$ cat config.mk
export PLATFORM = sky130hd
export DESIGN_NAME = bba_seq
export DESIGN_NICKNAME = d
export VERILOG_FILES = /design/src/hw/rtl/buddy_block_allocator_macros.svh /design/src/hw/rtl/bba_pkg.sv /design/src/hw/rtl/bba_seq.sv
export SDC_FILE = /design/constraint.sdc
export NUM_CORES = 1
export LEC_CHECK = 0
export BUFFER_PORTS_ARGS = -buffer_cell sky130_fd_sc_hd__buf_2
export CAP_MARGIN = 20
export CORE_MARGIN = 2
export CORE_UTILIZATION = 55
export DETAILED_ROUTE_END_ITERATION = 8
export PLACE_DENSITY = 0.74
export SETUP_SLACK_MARGIN = 0.05
export SYNTH_ARGS = -nofsm -noshare
export SYNTH_HDL_FRONTEND = slang
export SYNTH_SLANG_ARGS = --single-unit
$ cat constraint.sdc
create_clock -name clk_i -period 8.4 [get_ports clk_i]
set_clock_uncertainty 0.15 [all_clocks]
set_input_delay 0 -clock clk_i [delete_from_list [all_inputs] [get_ports clk_i]]
set_output_delay 0 -clock clk_i [all_outputs]
set_load 0.005 [all_outputs]
$ cat src/hw/rtl/buddy_block_allocator_macros.svh
// ----------------------------------------------------------------------------
// Buddy block allocator assertion macros
// Shared concurrent assertion forms, clocked on clk_i and idle during reset.
// ----------------------------------------------------------------------------
`ifndef BUDDY_BLOCK_ALLOCATOR_MACROS_SVH
`define BUDDY_BLOCK_ALLOCATOR_MACROS_SVH

// The property must hold at every clock edge outside reset.
`define BBA_ASSERT(lbl, prop, msg) \
  lbl: assert property (@(posedge clk_i) disable iff (!rst_ni) (prop)) else $error(msg);

// When the antecedent holds, the consequent must hold in the following cycle.
`define BBA_ASSERT_NEXT(lbl, ante, cons, msg) \
  lbl: assert property (@(posedge clk_i) disable iff (!rst_ni) (ante) |=> (cons)) else $error(msg);

`endif

$ cat src/hw/rtl/bba_pkg.sv
// ----------------------------------------------------------------------------
// Buddy block allocator package
// Pool geometry, item types, codes and the memory request/response structs.
// ----------------------------------------------------------------------------
package bba_pkg;

  localparam int SmallHeight = 7;
  localparam int LargeHeight = 10;
  localparam int MinBlockLog = 5;
  localparam int MaxHeight   = (LargeHeight > SmallHeight) ? LargeHeight : SmallHeight;
  localparam int NodeW       = MaxHeight + 1;
  localparam int LvlW        = $clog2(MaxHeight + 1);
  localparam int MemAw       = NodeW + 1;
  localparam int PowMax      = ((MaxHeight + MinBlockLog) > 16) ? (MaxHeight + MinBlockLog) : 16;
  localparam int PowW        = $clog2(PowMax + 1);
  localparam int CfgIdxW     = 1;

  localparam logic [CfgIdxW-1:0] CfgSmallBase = 1'b0;
  localparam logic [CfgIdxW-1:0] CfgLargeBase = 1'b1;

  typedef enum logic [1:0] {
    ActAlloc = 2'd0,
    ActFree  = 2'd1,
    ActInit  = 2'd2,
    ActNone  = 2'd3
  } action_e;

  typedef enum logic [1:0] {
    StOk       = 2'd0,
    StZeroSize = 2'd1,
    StNoMem    = 2'd2,
    StOutside  = 2'd3
  } status_e;

  typedef logic [NodeW-1:0] node_t;

  typedef struct packed {
    logic [1:0]  action;
    logic        pool;
    logic [15:0] request_size;
    logic [31:0] address;
  } item_in_t;

  typedef struct packed {
    logic [1:0]  status;
    logic [31:0] block_address;
  } item_out_t;

  typedef struct packed {
    logic [MemAw-1:0] rd_addr;
    logic [MemAw-1:0] bits_waddr;
    logic             bits_we_split;
    logic             bits_we_onl;
    logic             split_wdata;
    logic             onl_wdata;
    logic [MemAw-1:0] link_waddr;
    logic             link_we_prev;
    logic             link_we_next;
    node_t            prev_wdata;
    node_t            next_wdata;
  } mem_req_t;

  typedef struct packed {
    logic  split;
    logic  onl;
    node_t prev;
    node_t next;
  } mem_rsp_t;

  typedef enum logic [4:0] {
    SIdle,
    SDecode,
    SClear,
    SSplit,
    SSplA,
    SSplB,
    SSplC,
    SAfin,
    SFrd,
    SFchk,
    SFbud,
    SFnext,
    SR0,
    SR1,
    SR2,
    SR3,
    SP0,
    SP1,
    SDone
  } seq_state_e;

endpackage

$ cat src/hw/rtl/bba_seq.sv
// ----------------------------------------------------------------------------
// Buddy allocator sequencer
// Decodes one item, walks the tree through the node memories and keeps the
// per-level free list heads of both pools.
// ----------------------------------------------------------------------------
module bba_seq (
  input  logic              clk_i,
  input  logic              rst_ni,
  input  logic              in_valid_i,
  input  bba_pkg::item_in_t in_item_i,
  output logic              in_ready_o,
  input  logic [31:0]       small_base_i,
  input  logic [31:0]       large_base_i,
  input  logic              out_free_i,
  output logic              done_o,
  output bba_pkg::item_out_t result_o,
  output bba_pkg::mem_req_t mem_req_o,
  input  bba_pkg::mem_rsp_t mem_rsp_i
);
  import bba_pkg::*;

  seq_state_e           state_q, state_d, ret_q, ret_d;
  item_in_t             item_q, item_d;
  node_t                node_q, node_d, cmd_node_q, cmd_node_d;
  node_t                nx_q, nx_d, pv_q, pv_d, hd_q, hd_d;
  logic [LvlW-1:0]      cl_q, cl_d, lvl_q, lvl_d, cmd_lvl_q, cmd_lvl_d;
  logic                 cmd_push_q, cmd_push_d;
  logic [MaxHeight-1:0] pos_q, pos_d;
  logic [MemAw-1:0]     clr_cnt_q, clr_cnt_d;
  logic                 clr_all_q, clr_all_d;
  status_e              status_q, status_d;
  logic [31:0]          baddr_q, baddr_d;

  node_t                heads_q [2][MaxHeight+1];
  logic                 head_we, head_init;
  logic [LvlW-1:0]      head_lvl;
  node_t                head_wdata;

  logic                 pool;
  logic [LvlW-1:0]      height;
  logic [PowW-1:0]      pow_val, k0, k_val;
  logic [15:0]          size_m1;
  logic [LvlW-1:0]      tgt_lvl, c_lvl;
  logic                 found;
  logic [31:0]          base, off, blk_off;
  logic                 outside;
  node_t                free_node, cur_head, buddy;
  logic                 clr_last;

  always_comb begin
    pool    = item_q.pool;
    height  = pool ? LvlW'(LargeHeight) : LvlW'(SmallHeight);
    pow_val = PowW'(height) + PowW'(MinBlockLog);
    base    = pool ? large_base_i : small_base_i;
    size_m1 = item_q.request_size - 16'd1;
    k0      = '0;
    for (int i = 0; i < 16; i++) begin
      if (size_m1[i]) k0 = PowW'(i + 1);
    end
    k_val   = (k0 < PowW'(MinBlockLog)) ? PowW'(MinBlockLog) : k0;
    tgt_lvl = LvlW'(pow_val - k_val);
    // Nearest level at or above the target (toward the root) with a free block.
    found = 1'b0;
    c_lvl = '0;
    for (int i = 0; i <= MaxHeight; i++) begin
      if ((LvlW'(i) <= tgt_lvl) && (heads_q[pool][i] != '0)) begin
        found = 1'b1;
        c_lvl = LvlW'(i);
      end
    end
    off       = item_q.address - base;
    outside   = (item_q.address < base) || ((off >> pow_val) != 32'd0);
    free_node = (node_t'(1) << lvl_q) | node_t'(pos_q);
    buddy     = node_q ^ node_t'(1);
    cur_head  = heads_q[pool][cmd_lvl_q];
    blk_off   = {{(32-NodeW){1'b0}}, node_q & ~(node_t'(1) << lvl_q)} << (pow_val - PowW'(lvl_q));
    clr_last  = (&clr_cnt_q[NodeW-1:0]) && (!clr_all_q || clr_cnt_q[NodeW]);
  end

  always_comb begin
    state_d    = state_q;
    ret_d      = ret_q;
    item_d     = item_q;
    node_d     = node_q;
    cmd_node_d = cmd_node_q;
    cmd_lvl_d  = cmd_lvl_q;
    cmd_push_d = cmd_push_q;
    nx_d       = nx_q;
    pv_d       = pv_q;
    hd_d       = hd_q;
    cl_d       = cl_q;
    lvl_d      = lvl_q;
    pos_d      = pos_q;
    clr_cnt_d  = clr_cnt_q;
    clr_all_d  = clr_all_q;
    status_d   = status_q;
    baddr_d    = baddr_q;
    head_we    = 1'b0;
    head_init  = 1'b0;
    head_lvl   = cmd_lvl_q;
    head_wdata = '0;
    in_ready_o = 1'b0;
    done_o     = 1'b0;
    mem_req_o  = '0;
    mem_req_o.rd_addr    = {pool, cmd_node_q};
    mem_req_o.bits_waddr = {pool, cmd_node_q};
    mem_req_o.link_waddr = {pool, cmd_node_q};

    unique case (state_q)
      SIdle: begin
        in_ready_o = 1'b1;
        if (in_valid_i) begin
          item_d   = in_item_i;
          status_d = StOk;
          baddr_d  = '0;
          state_d  = SDecode;
        end
      end
      SDecode: begin
        unique case (action_e'(item_q.action))
          ActAlloc: begin
            if (item_q.request_size == 16'd0) begin
              status_d = StZeroSize;
              state_d  = SDone;
            end else if ((k_val > pow_val) || !found) begin
              status_d = StNoMem;
              state_d  = SDone;
            end else begin
              node_d  = heads_q[pool][c_lvl];
              cl_d    = c_lvl;
              lvl_d   = tgt_lvl;
              state_d = SSplit;
            end
          end
          ActFree: begin
            if (item_q.address == 32'd0) begin
              state_d = SDone;
            end else if (outside) begin
              status_d = StOutside;
              state_d  = SDone;
            end else begin
              lvl_d   = height;
              pos_d   = off[MinBlockLog +: MaxHeight];
              state_d = SFrd;
            end
          end
          ActInit: begin
            clr_cnt_d = {pool, {NodeW{1'b0}}};
            clr_all_d = 1'b0;
            head_init = 1'b1;
            state_d   = SClear;
          end
          ActNone: state_d = SDone;
        endcase
      end
      SClear: begin
        // The root comes out of the sweep as the only block on a list.
        mem_req_o.bits_waddr    = clr_cnt_q;
        mem_req_o.bits_we_split = 1'b1;
        mem_req_o.bits_we_onl   = 1'b1;
        mem_req_o.onl_wdata     = (clr_cnt_q[NodeW-1:0] == node_t'(1));
        mem_req_o.link_waddr    = clr_cnt_q;
        mem_req_o.link_we_prev  = (clr_cnt_q[NodeW-1:0] == node_t'(1));
        mem_req_o.link_we_next  = (clr_cnt_q[NodeW-1:0] == node_t'(1));
        clr_cnt_d = clr_cnt_q + MemAw'(1);
        if (clr_last) begin
          state_d = clr_all_q ? SIdle : SDone;
        end
      end
      SSplit: begin
        mem_req_o.bits_waddr    = {pool, node_q};
        mem_req_o.bits_we_split = 1'b1;
        mem_req_o.split_wdata   = 1'b1;
        cmd_node_d = node_q;
        cmd_lvl_d  = cl_q;
        cmd_push_d = 1'b0;
        ret_d      = (cl_q < lvl_q) ? SSplA : SAfin;
        state_d    = SR0;
      end
      SSplA: begin
        cmd_node_d = {node_q[NodeW-2:0], 1'b1};
        cmd_lvl_d  = cl_q + LvlW'(1);
        cmd_push_d = 1'b1;
        ret_d      = SSplB;
        state_d    = SR0;
      end
      SSplB: begin
        cmd_node_d = {node_q[NodeW-2:0], 1'b0};
        cmd_lvl_d  = cl_q + LvlW'(1);
        cmd_push_d = 1'b1;
        ret_d      = SSplC;
        state_d    = SR0;
      end
      SSplC: begin
        node_d  = {node_q[NodeW-2:0], 1'b0};
        cl_d    = cl_q + LvlW'(1);
        state_d = SSplit;
      end
      SAfin: begin
        baddr_d = base + blk_off;
        state_d = SDone;
      end
      SFrd: begin
        node_d            = free_node;
        mem_req_o.rd_addr = {pool, free_node};
        state_d           = SFchk;
      end
      SFchk: begin
        if (mem_rsp_i.split) begin
          mem_req_o.bits_waddr    = {pool, node_q};
          mem_req_o.bits_we_split = 1'b1;
          mem_req_o.split_wdata   = 1'b0;
          if (node_q != node_t'(1)) begin
            mem_req_o.rd_addr = {pool, buddy};
            state_d           = SFbud;
          end else begin
            cmd_node_d = node_q;
            cmd_lvl_d  = lvl_q;
            cmd_push_d = 1'b1;
            ret_d      = SDone;
            state_d    = SR0;
          end
        end else if (lvl_q == '0) begin
          state_d = SDone;
        end else begin
          lvl_d   = lvl_q - LvlW'(1);
          pos_d   = pos_q >> 1;
          state_d = SFrd;
        end
      end
      SFbud: begin
        cmd_lvl_d = lvl_q;
        state_d   = SR0;
        if (!mem_rsp_i.split) begin
          cmd_node_d = buddy;
          cmd_push_d = 1'b0;
          ret_d      = SFnext;
        end else begin
          cmd_node_d = node_q;
          cmd_push_d = 1'b1;
          ret_d      = SDone;
        end
      end
      SFnext: begin
        lvl_d   = lvl_q - LvlW'(1);
        pos_d   = pos_q >> 1;
        state_d = SFrd;
      end
      SR0: state_d = SR1;
      SR1: begin
        if (!mem_rsp_i.onl) begin
          state_d = cmd_push_q ? SP0 : ret_q;
        end else begin
          state_d = SR2;
        end
      end
      SR2: begin
        pv_d = mem_rsp_i.prev;
        nx_d = mem_rsp_i.next;
        mem_req_o.bits_we_onl = 1'b1;
        mem_req_o.onl_wdata   = 1'b0;
        if (mem_rsp_i.prev != '0) begin
          mem_req_o.link_waddr   = {pool, mem_rsp_i.prev};
          mem_req_o.link_we_next = 1'b1;
          mem_req_o.next_wdata   = mem_rsp_i.next;
        end else begin
          head_we    = 1'b1;
          head_wdata = mem_rsp_i.next;
        end
        state_d = SR3;
      end
      SR3: begin
        if (nx_q != '0) begin
          mem_req_o.link_waddr   = {pool, nx_q};
          mem_req_o.link_we_prev = 1'b1;
          mem_req_o.prev_wdata   = pv_q;
        end
        state_d = cmd_push_q ? SP0 : ret_q;
      end
      SP0: begin
        hd_d = cur_head;
        mem_req_o.link_we_prev = 1'b1;
        mem_req_o.link_we_next = 1'b1;
        mem_req_o.prev_wdata   = '0;
        mem_req_o.next_wdata   = cur_head;
        mem_req_o.bits_we_onl  = 1'b1;
        mem_req_o.onl_wdata    = 1'b1;
        head_we    = 1'b1;
        head_wdata = cmd_node_q;
        state_d    = (cur_head != '0) ? SP1 : ret_q;
      end
      SP1: begin
        mem_req_o.link_waddr   = {pool, hd_q};
        mem_req_o.link_we_prev = 1'b1;
        mem_req_o.prev_wdata   = cmd_node_q;
        state_d = ret_q;
      end
      SDone: begin
        done_o = 1'b1;
        if (out_free_i) state_d = SIdle;
      end
      default: state_d = SIdle;
    endcase
  end

  always_ff @(posedge clk_i or negedge rst_ni) begin
    if (!rst_ni) begin
      state_q   <= SClear;
      clr_cnt_q <= '0;
      clr_all_q <= 1'b1;
      for (int p = 0; p < 2; p++) begin
        for (int l = 0; l <= MaxHeight; l++) begin
          heads_q[p][l] <= (l == 0) ? node_t'(1) : '0;
        end
      end
    end else begin
      state_q   <= state_d;
      clr_cnt_q <= clr_cnt_d;
      clr_all_q <= clr_all_d;
      if (head_init) begin
        for (int l = 0; l <= MaxHeight; l++) begin
          heads_q[pool][l] <= (l == 0) ? node_t'(1) : '0;
        end
      end else if (head_we) begin
        heads_q[pool][head_lvl] <= head_wdata;
      end
    end
  end

  always_ff @(posedge clk_i) begin
    ret_q      <= ret_d;
    item_q     <= item_d;
    node_q     <= node_d;
    cmd_node_q <= cmd_node_d;
    cmd_lvl_q  <= cmd_lvl_d;
    cmd_push_q <= cmd_push_d;
    nx_q       <= nx_d;
    pv_q       <= pv_d;
    hd_q       <= hd_d;
    cl_q       <= cl_d;
    lvl_q      <= lvl_d;
    pos_q      <= pos_d;
    status_q   <= status_d;
    baddr_q    <= baddr_d;
  end

  assign result_o.status        = status_q;
  assign result_o.block_address = baddr_q;

endmodule

==> run_results.csv <==
group,metric,value,unit
run_status,status,"complete, no violations",
clocking,clk_latency,0.60,ns
sta,hold_viol,0,
sta,relSlewSlack,19.44,%
synthesis,ys_async_sr_fraction,60.75,%
global_route,antenna_found_initial,3,
floorplanning,initial_core_util,55.79,%
sta,rsz0062_at_grt,"false",
pwr,leakage,13.67,nW
synthesis,synth-edff-count,168,
critical_path,crit_slowest_cell,"o311ai_0",
sta,drv_slew,0,
sta,fin_ws,0.9981,ns
critical_path,cp-end-kind,"flop",
place,dp_worst_setup_slack,1.305,ns
place,hpwl,79770,µm
floorplanning,design.core.area,50170,µm²
clocking,clk_pin_slew,0.07,ns
sta,timing.setup.tns,0,ns
routing,via_per_inst,6.950,
synthesis,yosys.cell_types.count,95,
critical_path,arrival,7.60,ns
floorplanning,dieArea,52710,µm²
global_route,grt_util_all_layers,41.64,%
critical_path,critPathMaxFanout,45,
synthesis,synth.cell_area,27990,µm²
routing,totalWireLength,112100,µm
synthesis,avgSynthCellArea,9.159,µm²
layout,final_common_cell,"o21ai_0",
global_route,grt_max_degree,93,
place,gp_congestion,1.073,
layout,nFillCells,4065,
hold_path,min_delay_path_depth,2,
routing,drt_iter0_drc,3744,
pwr,power_density,267.1,nW/µm²
sta,period_share,88.12,%
sta,period_needed,7.402,ns
synthesis,synthCells,3056,
routing,drc,0,
clocking,clock-sinks,428,
floorplanning,rows,82,
routing,postRouteAntennaNets,0,
clocking,cts-root-buf,"clkbuf_16",
floorplanning,die_h,229.6,µm
synthesis,synth_seq_area_share,41.29,%
global_route,grt_pass1_vias,26460,
place,io_buffers,242,
clocking,h-tree-depth,2,
synthesis,ys_warn_count,0,
hold_path,hold_path_class,"input port to flop",
pwr,peakVddDrop,168.8,µV
synthesis,syn_nets,3283,
critical_path,rr_worst_depth,25,
routing,dr.pass1.iters,7,
layout,syn_to_final_growth,16.68,%
clocking,cts-buffers-inserted,48,
sta,fmax,0.1351,GHz
floorplanning,die_x,229.6,µm
synthesis,ys.flop_type,"dfrtp_1",
clocking,cts_tree,"built",
clocking,clockBufferDepth,3,
sta,tightest_slew,1.208,ns
critical_path,startpoint_type,"flop",
critical_path,critPathMaxStageDelay,0.62,ns
routing,vias,28000,
critical_path,crit_type,"flop to flop",
routing,routedWlPerCell,27.83,µm
sta,setup_viol,0,
layout,final_cell_mix,"352 x o21ai_0, 329 x nand3_1, 256 x dfrtp_1, 255 x nand2_1, 241 x buf_2",
floorplanning,ios,243,
layout,drive_gt1_share,14.88,%
global_route,grt-ovfl-total,0,
critical_path,required,8.59,ns
synthesis,ys_ff_latch,428,
layout,fin_nets,3543,
flow_run,maxCapViolCount,0,
global_route,grt_pass1_wl,166100,µm
layout make-up:
class / instances / area [µm²] / share of cell area [%]
antenna: 2 / 5.005 / 0.01532
multi-input combinational: 2301 / 15160 / 46.42
tap: 672 / 840.8 / 2.574
clock buffer: 59 / 1314 / 4.023
timing repair buffer: 435 / 3094 / 9.474
inverter: 102 / 382.9 / 1.172
clock inverter: 29 / 307.8 / 0.9424
sequential: 428 / 11560 / 35.38
metrics by stage:
stage | cells | hold slack (ns) | utilization [%] | area (µm²) | total power [mW]
floorplan | 3056 | -0.4456 | - | 27990 | 5.145
global placement | 3788 | -0.05846 | 58.79 | 29500 | 6.303
detailed placement | 3789 | -0.06264 | 58.80 | 29500 | 6.351
CTS | 4020 | 0.0006781 | 64.92 | 32570 | 8.563
global route | 4027 | 0.02351 | 65.09 | 32660 | 9.075
finish | 4028 | 0.02954 | 65.10 | 32660 | 8.724
cells in the mapped netlist (all sizes together) (39+ instances only):
library cell  instances  area [µm²]
inv                 101       379.1
nand2               259       982.2
a21oi               143       726.9
nor3                 72       375.4
mux2i               148        1485
o21ai               365        1834
nor4                 66       427.9
ha                   81        1013
xnor2                39       341.6
mux4                 58        1306
dfrtp               256        6406
clkbuf              167       628.1
nand3               329        1647
buf                  58       307.8
nor2                220       843.3
edfxtp              168        5045
repair_timing:
item / 4_1_cts / 5_1_grt
endpoints found under the hold margin: 407 / 0
resized for setup: 0 / 0
buffers inserted: 0 / 0
hold buffers: 143 / 0
setup endpoints to repair: 0 / 0
where the power goes:
part | internal, mW | switching, mW
Clock | 1.25 | 0.915
Combinational | 1.35 | 2.39
Sequential | 2.48 | 0.345
Total | 5.07 | 3.65
cells by family after synthesis:
family | share of synthesized area (%)
simple gates | 19.07
fa+ha+maj | 3.835
buf+inv | 4.711
mux | 10.82
flops | 41.29
compound gates | 18.34
xor+xnor | 1.940
worst max-delay path: cells and delay by family, from the launching register on:
kind | cells | cell delay, ns
and+or+nand+nor | 8 | 1.74
muxes | 2 | 0.67
DFF | 1 | 0.42
adders and majority gates | 2 | 0.76
AOI/OAI and AO/OA | 13 | 3.35
worst paths after layout:
check	start	end	slack, ns
max in group asynchronous	rst_ni	heads_q[100]$_DFFE_PN0P_	6.64
min reg2reg	ret_q[3]$_SDFFCE_PP0P_	state_q[3]$_DFFE_PN0P_	0.32
min in group asynchronous	rst_ni	heads_q[231]$_DFFE_PN1P_	0.48
min	mem_rsp_i[11]	pv_q[0]$_DFFE_PP_	0.03
max	item_q[33]$_DFFE_PP_	node_q[9]$_DFFE_PP_	1.0
max reg2reg	item_q[33]$_DFFE_PP_	node_q[9]$_DFFE_PP_	1.0
layer usage:
metal	track usage [%]	wire, µm	part of all wire, %
met4	25.45	8260	7.4
met1	53.16	41870	37
met5	0	22	0.020
met3	10.71	12360	11
met2	63.66	49600	44
flip-flops by register name, indices dropped and copies added (netlist names):
signal,flops
pv_q,11
cmd_push_q,1
clr_all_q,1
ret_q,5
hd_q,11
baddr_q,32
pos_q,10
status_q,2
heads_q,242
item_q,50
cmd_lvl_q,4
lvl_q,4
cl_q,4
pool,1
state_q,5
cmd_node_q,11
clr_cnt_q,12
nx_q,11
node_q,11
Power figures use the tool's default switching activity.
